## src/design/swhfd_pkg.sv

```systemverilog
// Package with the shared types and constants of the single-wire humidity frame decoder.
package swhfd_pkg;

    localparam int unsigned EdgeCountWidth = 6;
    localparam int unsigned TimeWidth      = 32;
    localparam int unsigned ThresholdWidth = 16;
    localparam int unsigned FrameWidth     = 40;
    localparam int unsigned OutDataWidth   = 40;
    localparam int unsigned QueueDepth     = 2;

    localparam logic [EdgeCountWidth-1:0] FirstDataEdge = 6'd3;
    localparam logic [EdgeCountWidth-1:0] LastEdge      = 6'd42;
    localparam logic [EdgeCountWidth-1:0] DoneCount     = 6'd43;

    localparam logic [ThresholdWidth-1:0] ThresholdReset = 16'd110;

    typedef enum logic {
        OP_EDGE  = 1'b0,
        OP_START = 1'b1
    } t_opcode;

    typedef enum logic [1:0] {
        KIND_START = 2'd0,
        KIND_SHIFT = 2'd1,
        KIND_LAST  = 2'd2
    } t_kind;

    typedef struct packed {
        t_kind kind;
        logic  data_bit;
    } t_cmd;

endpackage

```

## src/design/swhfd_front.sv

```systemverilog
// Front end: accepts items, counts edges, measures intervals and classifies each edge.
module swhfd_front (
    input  logic                                  i_clk,
    input  logic                                  i_rst_n,
    input  logic                                  i_s_tvalid,
    output logic                                  o_s_tready,
    input  logic [swhfd_pkg::TimeWidth-1:0]       i_s_tdata,
    input  logic                                  i_s_tuser,
    input  logic                                  i_cfg_valid,
    output logic                                  o_cfg_ready,
    input  logic [swhfd_pkg::ThresholdWidth-1:0]  i_cfg_data,
    input  logic                                  i_queue_full,
    output logic                                  o_push,
    output swhfd_pkg::t_cmd                       o_push_cmd
);
    import swhfd_pkg::*;

    logic [EdgeCountWidth-1:0] r_edge_count;
    logic [EdgeCountWidth-1:0] n_edge_count;
    logic [TimeWidth-1:0]      r_prev_time;
    logic [TimeWidth-1:0]      n_prev_time;
    logic [ThresholdWidth-1:0] r_threshold;
    logic [TimeWidth-1:0]      interval;
    logic                      accept;

    assign o_s_tready  = !i_queue_full;
    assign o_cfg_ready = 1'b1;
    assign accept      = i_s_tvalid && o_s_tready;
    assign interval    = i_s_tdata - r_prev_time;

    always_comb begin
        n_edge_count        = r_edge_count;
        n_prev_time         = r_prev_time;
        o_push              = 1'b0;
        o_push_cmd.kind     = KIND_SHIFT;
        o_push_cmd.data_bit = (interval > {{(TimeWidth-ThresholdWidth){1'b0}}, r_threshold});
        if (accept) begin
            if (t_opcode'(i_s_tuser) == OP_START) begin
                n_edge_count    = '0;
                o_push          = 1'b1;
                o_push_cmd.kind = KIND_START;
            end else if (r_edge_count < DoneCount) begin
                n_edge_count = r_edge_count + 1'b1;
                n_prev_time  = i_s_tdata;
                if (r_edge_count >= FirstDataEdge) begin
                    o_push          = 1'b1;
                    o_push_cmd.kind = (r_edge_count == LastEdge) ? KIND_LAST : KIND_SHIFT;
                end
            end
        end
    end

    always_ff @(posedge i_clk) begin
        if (!i_rst_n) begin
            r_edge_count <= '0;
            r_prev_time  <= '0;
            r_threshold  <= ThresholdReset;
        end else begin
            r_edge_count <= n_edge_count;
            r_prev_time  <= n_prev_time;
            if (i_cfg_valid && o_cfg_ready) begin
                r_threshold <= i_cfg_data;
            end
        end
    end

`ifndef NO_ASSERTIONS
    a_count_saturates: assert property (@(posedge i_clk) disable iff (!i_rst_n)
        r_edge_count <= DoneCount)
        else $error("edge count passed its saturation value");
`endif

endmodule

```

## src/design/swhfd_queue.sv

```systemverilog
// Short command queue between the front end and the frame assembler.
module swhfd_queue #(
    parameter int unsigned DEPTH = swhfd_pkg::QueueDepth
) (
    input  logic            i_clk,
    input  logic            i_rst_n,
    input  logic            i_push,
    input  swhfd_pkg::t_cmd i_push_cmd,
    input  logic            i_pop,
    output logic            o_full,
    output logic            o_empty,
    output swhfd_pkg::t_cmd o_head
);
    import swhfd_pkg::*;

    localparam int unsigned PtrWidth = (DEPTH > 1) ? $clog2(DEPTH) : 1;
    localparam int unsigned CntWidth = $clog2(DEPTH + 1);
    localparam logic [PtrWidth-1:0] LastSlot = PtrWidth'(DEPTH - 1);
    localparam logic [CntWidth-1:0] FullCount = CntWidth'(DEPTH);

    t_cmd                r_mem [DEPTH];
    logic [PtrWidth-1:0] r_wr_ptr;
    logic [PtrWidth-1:0] r_rd_ptr;
    logic [CntWidth-1:0] r_count;
    logic                do_push;
    logic                do_pop;

    assign o_full  = (r_count == FullCount);
    assign o_empty = (r_count == '0);
    assign o_head  = r_mem[r_rd_ptr];
    assign do_push = i_push && !o_full;
    assign do_pop  = i_pop && !o_empty;

    always_ff @(posedge i_clk) begin
        if (do_push) begin
            r_mem[r_wr_ptr] <= i_push_cmd;
        end
    end

    always_ff @(posedge i_clk) begin
        if (!i_rst_n) begin
            r_wr_ptr <= '0;
            r_rd_ptr <= '0;
            r_count  <= '0;
        end else begin
            if (do_push) begin
                r_wr_ptr <= (r_wr_ptr == LastSlot) ? '0 : r_wr_ptr + 1'b1;
            end
            if (do_pop) begin
                r_rd_ptr <= (r_rd_ptr == LastSlot) ? '0 : r_rd_ptr + 1'b1;
            end
            if (do_push && !do_pop) begin
                r_count <= r_count + 1'b1;
            end else if (do_pop && !do_push) begin
                r_count <= r_count - 1'b1;
            end
        end
    end

`ifndef NO_ASSERTIONS
    a_no_push_when_full: assert property (@(posedge i_clk) disable iff (!i_rst_n)
        i_push |-> !o_full)
        else $error("command pushed into a full queue");
    a_no_pop_when_empty: assert property (@(posedge i_clk) disable iff (!i_rst_n)
        i_pop |-> !o_empty)
        else $error("command popped from an empty queue");
    a_count_bounded: assert property (@(posedge i_clk) disable iff (!i_rst_n)
        r_count <= FullCount)
        else $error("queue count exceeds its depth");
`endif

endmodule

```

## src/design/swhfd_back.sv

```systemverilog
// Back end: shifts data bits into the frame and forms the result item on the last edge.
module swhfd_back (
    input  logic                                i_clk,
    input  logic                                i_rst_n,
    input  logic                                i_empty,
    input  swhfd_pkg::t_cmd                     i_head,
    output logic                                o_pop,
    output logic                                o_m_tvalid,
    input  logic                                i_m_tready,
    output logic [swhfd_pkg::OutDataWidth-1:0]  o_m_tdata,
    output logic                                o_m_tuser
);
    import swhfd_pkg::*;

    logic [FrameWidth-1:0]   r_frame;
    logic [FrameWidth-1:0]   n_frame;
    logic                    r_out_valid;
    logic [OutDataWidth-1:0] r_out_data;
    logic                    r_out_ok;
    logic                    slot_free;
    logic [7:0]              b0;
    logic [7:0]              b1;
    logic [7:0]              b2;
    logic [7:0]              b3;
    logic [7:0]              b4;
    logic [15:0]             magnitude;
    logic [15:0]             temperature;
    logic [7:0]              byte_sum;

    assign slot_free = !r_out_valid || i_m_tready;
    assign o_pop     = !i_empty && ((i_head.kind != KIND_LAST) || slot_free);

    always_comb begin
        case (i_head.kind)
            KIND_START: n_frame = '0;
            KIND_SHIFT,
            KIND_LAST:  n_frame = {r_frame[FrameWidth-2:0], i_head.data_bit};
            default:    n_frame = r_frame;
        endcase
    end

    assign b0          = n_frame[39:32];
    assign b1          = n_frame[31:24];
    assign b2          = n_frame[23:16];
    assign b3          = n_frame[15:8];
    assign b4          = n_frame[7:0];
    assign magnitude   = {1'b0, b2[6:0], b3};
    assign temperature = b2[7] ? (16'd0 - magnitude) : magnitude;
    assign byte_sum    = b0 + b1 + b2 + b3;

    always_ff @(posedge i_clk) begin
        if (o_pop) begin
            r_frame <= n_frame;
        end
        if (o_pop && (i_head.kind == KIND_LAST)) begin
            r_out_data <= {b4, temperature, b0, b1};
            r_out_ok   <= (byte_sum == b4);
        end
    end

    always_ff @(posedge i_clk) begin
        if (!i_rst_n) begin
            r_out_valid <= 1'b0;
        end else if (o_pop && (i_head.kind == KIND_LAST)) begin
            r_out_valid <= 1'b1;
        end else if (i_m_tready) begin
            r_out_valid <= 1'b0;
        end
    end

    assign o_m_tvalid = r_out_valid;
    assign o_m_tdata  = r_out_data;
    assign o_m_tuser  = r_out_ok;

`ifndef NO_ASSERTIONS
    a_last_needs_slot: assert property (@(posedge i_clk) disable iff (!i_rst_n)
        (o_pop && (i_head.kind == KIND_LAST)) |-> slot_free)
        else $error("result formed while the output register still holds an item");
`endif

endmodule

```

## src/design/single_wire_humidity_frame_decoder.sv

```systemverilog
// Top level of the single-wire humidity frame decoder.
// With an empty queue, the edge item that completes the frame is first written into the queue and
// the result item is then formed from it and registered in the back end's output register.
// Throughput: one input item per cycle; the front end stalls only when the queue is full.
// The queue decouples edge measurement from frame assembly, so a stalled output
// holds the back end while the front end keeps taking items until the queue fills.
// Reset is synchronous and active low; it clears counts and sets the threshold to 110.
module single_wire_humidity_frame_decoder #(
    parameter int unsigned QUEUE_DEPTH = swhfd_pkg::QueueDepth
) (
    input  logic                                 i_clk,
    input  logic                                 i_rst_n,
    input  logic                                 i_s_tvalid,
    output logic                                 o_s_tready,
    input  logic [swhfd_pkg::TimeWidth-1:0]      i_s_tdata,   // edge_time
    input  logic                                 i_s_tuser,   // opcode
    input  logic                                 i_cfg_valid,
    output logic                                 o_cfg_ready,
    input  logic [swhfd_pkg::ThresholdWidth-1:0] i_cfg_data,
    output logic                                 o_m_tvalid,
    input  logic                                 i_m_tready,
    // humidity, temperature, checksum_byte
    output logic [swhfd_pkg::OutDataWidth-1:0]   o_m_tdata,
    output logic                                 o_m_tuser    // checksum_ok
);
    import swhfd_pkg::*;

    logic push;
    t_cmd push_cmd;
    logic pop;
    logic queue_full;
    logic queue_empty;
    t_cmd head;

    swhfd_front u_front (
        .i_clk        (i_clk),
        .i_rst_n      (i_rst_n),
        .i_s_tvalid   (i_s_tvalid),
        .o_s_tready   (o_s_tready),
        .i_s_tdata    (i_s_tdata),
        .i_s_tuser    (i_s_tuser),
        .i_cfg_valid  (i_cfg_valid),
        .o_cfg_ready  (o_cfg_ready),
        .i_cfg_data   (i_cfg_data),
        .i_queue_full (queue_full),
        .o_push       (push),
        .o_push_cmd   (push_cmd)
    );

    swhfd_queue #(
        .DEPTH (QUEUE_DEPTH)
    ) u_queue (
        .i_clk      (i_clk),
        .i_rst_n    (i_rst_n),
        .i_push     (push),
        .i_push_cmd (push_cmd),
        .i_pop      (pop),
        .o_full     (queue_full),
        .o_empty    (queue_empty),
        .o_head     (head)
    );

    swhfd_back u_back (
        .i_clk      (i_clk),
        .i_rst_n    (i_rst_n),
        .i_empty    (queue_empty),
        .i_head     (head),
        .o_pop      (pop),
        .o_m_tvalid (o_m_tvalid),
        .i_m_tready (i_m_tready),
        .o_m_tdata  (o_m_tdata),
        .o_m_tuser  (o_m_tuser)
    );

endmodule

```

## config.mk

```make
export PLATFORM = sky130hd
export DESIGN_NAME = single_wire_humidity_frame_decoder
export DESIGN_NICKNAME = d
export VERILOG_FILES = /design/src/design/swhfd_pkg.sv /design/src/design/swhfd_front.sv /design/src/design/swhfd_queue.sv /design/src/design/swhfd_back.sv /design/src/design/single_wire_humidity_frame_decoder.sv
export SDC_FILE = /design/constraint.sdc
export NUM_CORES = 1
export LEC_CHECK = 0
export BUFFER_PORTS_ARGS = -buffer_cell sky130_fd_sc_hd__buf_2
export CAP_MARGIN = 30
export CORE_MARGIN = 8
export CORE_UTILIZATION = 54
export CTS_CLUSTER_SIZE = 28
export DETAILED_ROUTE_END_ITERATION = 10
export GPL_TIMING_DRIVEN = 0
export HOLD_SLACK_MARGIN = 0.1
export PLACE_DENSITY = 0.89
export SLEW_MARGIN = 40
export SYNTH_ARGS = -nofsm -noshare
export SYNTH_HDL_FRONTEND = slang
export SYNTH_SLANG_ARGS = --single-unit
```

## constraint.sdc

```tcl
create_clock -name i_clk -period 5.15 [get_ports i_clk]
set_input_delay 0.2575 -clock i_clk [delete_from_list [all_inputs] [get_ports i_clk]]
set_output_delay 0.2575 -clock i_clk [all_outputs]
set_load 0.005 [all_outputs]
```

**Yosys cells after proc, flatten, opt, wreduce, memory -nomap -nowiden**

Memories as Yosys holds them, arrays and structs flattened. A register that Yosys moved wholly into a read port is not among the register bits.
Cells that the tools add are included.

- Add/sub/neg operators: 10
- Order comparisons: 3
- Equal/unequal tests: 6
- Mux-type cells: 23
- Bitwise logic cells: 1
- Reductions and logical operators: 22

Operators by type and width:

| kind | number |
|---|---|
| one-hot mux 40 bit (2 select lines) | 1 |
| greater-than comparator 32 x 16 -> 1 bit | 1 |
| subtractor 32 bit | 1 |
| adder 8 bit | 3 |
| subtractor 1 x 15 -> 16 bit (first input constant) | 1 |
| 2-to-1 mux 15 bit | 1 |
| 2-to-1 mux 2 bit | 7 |
| 2-to-1 mux 1 bit | 12 |
| 2-to-1 mux 6 bit | 2 |
| == test 8 bit | 1 |
| logical AND 1 bit | 7 |
| adder 6 x 1 -> 6 bit (second input constant) | 1 |
| == test 6 bit (second input constant) | 1 |
| greater-or-equal comparator 6 x 2 -> 1 bit (second input constant) | 1 |
| less-than comparator 6 bit (second input constant) | 1 |
| nonzero test 2 bit | 3 |
| zero test 1 bit | 5 |
| == test 2 bit (second input constant) | 2 |
| zero test 2 bit | 2 |
| AND reduction 3 bit | 1 |
| adder 1 bit (second input constant) | 2 |
| adder 2 x 1 -> 2 bit (second input constant) | 1 |
| == test 2 x 1 -> 1 bit (second input constant) | 1 |
| logical OR 1 bit | 2 |
| other kinds (5) | 5 |

- Bits in registers: 140
- RAM bits: 6
- Output and inout bits: 44
- Word-level logic and storage cells: 77
- Memories kept: 1

Memory list:

| memory | words | width | read ports | clocked after Yosys merged registers in | wr ports | line | RTL |
|---|---|---|---|---|---|---|---|
| u_queue.r_mem | 2 | 3 | 1 | 1 | 1 | swhfd_queue.sv:21 | `t_cmd r_mem [DEPTH];` |

**Depth between registers and ports, before layout**

- Word-level depth: 10
- Mapped depth: 23
- Gate-level depth less buffers: 19

**Modules after synthesis**

A second synthesis with hierarchy kept.

- Cells, all modules: 928
- Area total of the unflattened synthesis: 9108.7 sq um

Modules (own cells, without submodules):

| module | instances | cells an instance | area an instance (sq um) |
|---|---|---|---|
| swhfd_front | 1 | 618 | 4610.7 |
| swhfd_back | 1 | 275 | 4056.4 |
| swhfd_queue | 1 | 35 | 441.7 |

**Worst setup path after synthesis**

OpenSTA, ideal clock, no wires.

- Path kind: register to register
- Start: register with a tool-made name
- End: register u_back.r_out_ok (netlist: u_back.o_m_tuser) (data pin)
- Arrival: 4.654 ns
- Slack: 0.320 ns
- Stages on the path, launching flop included: 23
- Clock period less this slack: 4.830 ns
- Cell sequence: dfxtp_1 mux2_2 ha_1 clkbuf_1 nor2_1 clkbuf_1 buf_1 clkbuf_1 buf_1 a22o_1 ha_1 inv_1 fa_1 inv_1 ha_1 fa_1 a21oi_1 nor2_1 nor2_1 o21bai_1 a21oi_1 xnor2_1 nor4bb_1

RTL lines:

| element | line | RTL |
|---|---|---|
| to (signal assigned) | swhfd_back.sv:57 | `r_out_ok <= (byte_sum == b4);` |
| to (decl) | swhfd_back.sv:19 | `logic r_out_ok;` |

==> results.ini <==
[cells_and_area]
antenna_cells = 0
drive_gt1_frac = 0.162
fin_nets = 1161
syn_to_final_growth_pct = 22.2

[synth]
synth_area_sq_um = 8590
postSynthCellCount = 874
ys_seq_elements = 147
seq_area_frac_synth = 0.444
synth_top_area_share = 0.304
async_reset_ff_frac = 0
avgSynthCellArea_sq_um = 9.83
synth_common_cells = nand2_1, inv_1, edfxtp_1
synth_flop_cell = edfxtp_1
synthDistinctLibCells = 68
synth_area_leader_cell = edfxtp_1
yosysWarnings = 0
ys_top_cells_by_area = edfxtp_1, dfxtp_1, ha_1
yosysMostFrequentCell = nand2_1
synth_fp_nets = 1003
synth_edf_count = 87

[sta]
slew_viol_final = 0
min_period_ns = 4.90
timing.hold.ws_ns = 0.113
clock_skew_ns = 0.0124
rsz0062_at_grt = false
fmax_mhz = 204
worstMarginPinSlew_ns = 0.842
fin_ws_ns = 0.253
slew_headroom = 0.439
setup_violations = 0
hold_viol_final = 0
fin_crit_sh = 0.951

[power_and_ir_drop]
total_power_mw = 6.75
p_leak_nw = 4.34
p_comb_frac = 0.538
switching_power_mw = 2.65
power.density_nw_per_um2 = 643
ir_drop_mv = 0.475
p_sw_frac = 0.393
p_clk_frac = 0.186
p_int_mw = 4.10
power_frac_seq = 0.277

[min_path]
worstHoldPathType = input port to register
min_path_cells = 3
hold_path_end = u_front.r_prev_time[15]$_SDFFE_PN0P_
min_from = i_s_tdata[15]

[clocking]
path_clk_slew_ns = 0.06
cts_buffers = 17
cts_root_buf = clkbuf_16
htreeDepth = 4
clock_path_buffers = 2
clkSinkCount = 147
cts_tree = done
clk_latency_ns = 0.42

[floorplanning]
num_io_pins = 98
die_area_sq_um = 20200
std_cell_rows = 46
die_h_um = 142
die_w_um = 142
core_sq_um = 15700
initial_core_util = 0.547

[worst_setup_path]
cp-start-kind = register
reg2regPathDepth = 18
worstReg2RegEnd = u_back.o_m_tuser$_DFFE_PP_
crit_type = register to register
rrSetupSlack_ns = 0.25
crit_path_end_kind = register
crit_arrival_ns = 5.08
required_ns = 5.33
critPathMaxFanout = 10

[global_routing]
grt_max_degree = 43
grt_pass1_wl_um = 35200
grt_pass1_vias = 7347
grt_overflow = 0
grt_util_all_layers = 0.220
antenna_found_initial = 1

[detailed_routing]
first_pass_iters = 7
ant_nets = 0
drt_iter0_markers = 530
drc = 0
wl_um = 22100
wire_per_inst_um = 17.5
dr_total_vias = 7323
viasPerCell = 5.81

[flow_run]
cap_violations = 0

[placed_design]
dpl_worst_slack_ns = -1.02
routabilityCongestion = 0.896
place_hpwl_um = 15100
io_buffers = 96

[outcome]
status = completed

==> how the worst max path moves through the flow <==
stage	end	slack [ns]	depth (start not counted)	start
after floorplan	u_back.o_m_tuser$_DFFE_PP_	0.32	22	register
after global placement	u_back.o_m_tuser$_DFFE_PP_	-0.79	22	register
after detailed placement	u_back.o_m_tuser$_DFFE_PP_	-1.02	23	register
after CTS	u_back.o_m_tuser$_DFFE_PP_	0.01	21	register
after global routing	u_back.o_m_tuser$_DFFE_PP_	0.001	19	register
final	u_back.o_m_tuser$_DFFE_PP_	0.25	18	register
==> cells in the final DEF (no fill, tap or decap), types with 8 or more instances in the layout <==
cell,count
a21o_1,12
a21oi_1,79
a22o_1,20
a22oi_1,15
a31oi_1,11
and2_1,9
buf_2,100
buf_4,9
clkbuf_1,18
clkbuf_16,17
dfxtp_1,59
dlygate4sd3_1,39
edfxtp_1,87
fa_1,12
ha_1,61
inv_1,90
mux2i_1,14
nand2_1,101
nand3_1,13
nor2_1,54
nor2b_1,8
o211ai_1,13
o21a_1,11
o21ai_0,23
xnor2_1,31
xor2_1,19
==> per-layer routing <==
metal	up-vias	GRT usage	wire, um
met5	-	0	9
met4	2	0.118	941
met3	96	0.0554	1810
met2	389	0.378	10900
met1	3424	0.246	8410
li1	3412	-	-
==> through the flow <==
step           utilization  instance area (sq um)  setup TNS [ns]  cells
5_1_grt              0.668                  10500               0   1260
2_1_floorplan            -                   8590               0    874
3_3_place_gp         0.594                   9340          -28.01   1186
3_5_place_dp         0.598                   9400           -1.02   1188
6_report             0.668                  10500               0   1260
4_1_cts              0.663                  10400               0   1257
==> kinds of logic after synthesis <==
kind of cell	after synthesis	synth area share
DFF	147	0.444
xor gates and xnor gates	55	0.0634
AOI/OAI and AO/OA	230	0.178
muxes	17	0.0202
and+or+nand+nor	225	0.119
adders and majority gates	75	0.120
other	1	0.000437
buffers and inverters	124	0.0554
==> sequential cells by signal, indices dropped and copies added (netlist names), named ones only <==
name                  count
u_queue.r_rd_ptr          1
u_back.r_frame           40
u_queue.r_wr_ptr          1
u_back.o_m_tuser          1
u_queue.r_count           2
u_back.o_m_tdata         40
u_front.r_prev_time      32
u_back.o_m_tvalid         1
u_queue.r_mem             6
u_front.r_threshold      16
u_front.r_edge_count      6
==> layout make-up <==
class	instances	area (sq um)
Fill cell	1128	5220
Clock buffer	17	425
Tap cell	216	270
Multi-Input combinational cell	603	4370
Inverter	90	338
Clock inverter	14	170
Buffer	32	159
Sequential cell	147	3810
Timing Repair Buffer	141	943
==> power by group through the flow <==
stage | clock [mW] | combinational [mW] | sequential (mW)
5_1_grt | 1.32 | 3.98 | 1.89
2_1_floorplan | 0 | 2.54 | 1.84
4_1_cts | 1.27 | 3.46 | 1.85
6_report | 1.25 | 3.63 | 1.87
3_3_place_gp | 0 | 3.14 | 1.87
3_5_place_dp | 0 | 3.34 | 1.86
==> worst max-delay path, cell delays in order, from the launching register on <==
cell	delay, ns
dfxtp_2	0.36
mux2_2	0.38
ha_4	0.30
nor2_2	0.06
buf_4	0.18
buf_6	0.16
buf_6	0.15
buf_4	0.17
a22o_1	0.25
ha_1	0.29
inv_1	0.05
fa_1	0.50
inv_1	0.05
ha_1	0.22
fa_1	0.40
xnor2_1	0.15
xnor2_1	0.13
nor4_1	0.37
nor4bb_2	0.49
==> what timing repair did <==
action | 4_1_cts | 5_1_grt
hold buffers | 39 | 0
setup buffers | 1 | 3
resized for setup | 15 | 15
pin swaps | 1 | 3
endpoints found under the hold margin | 39 | 0
setup endpoints to repair | 1 | 2
Power figures use the tool's default switching activity.
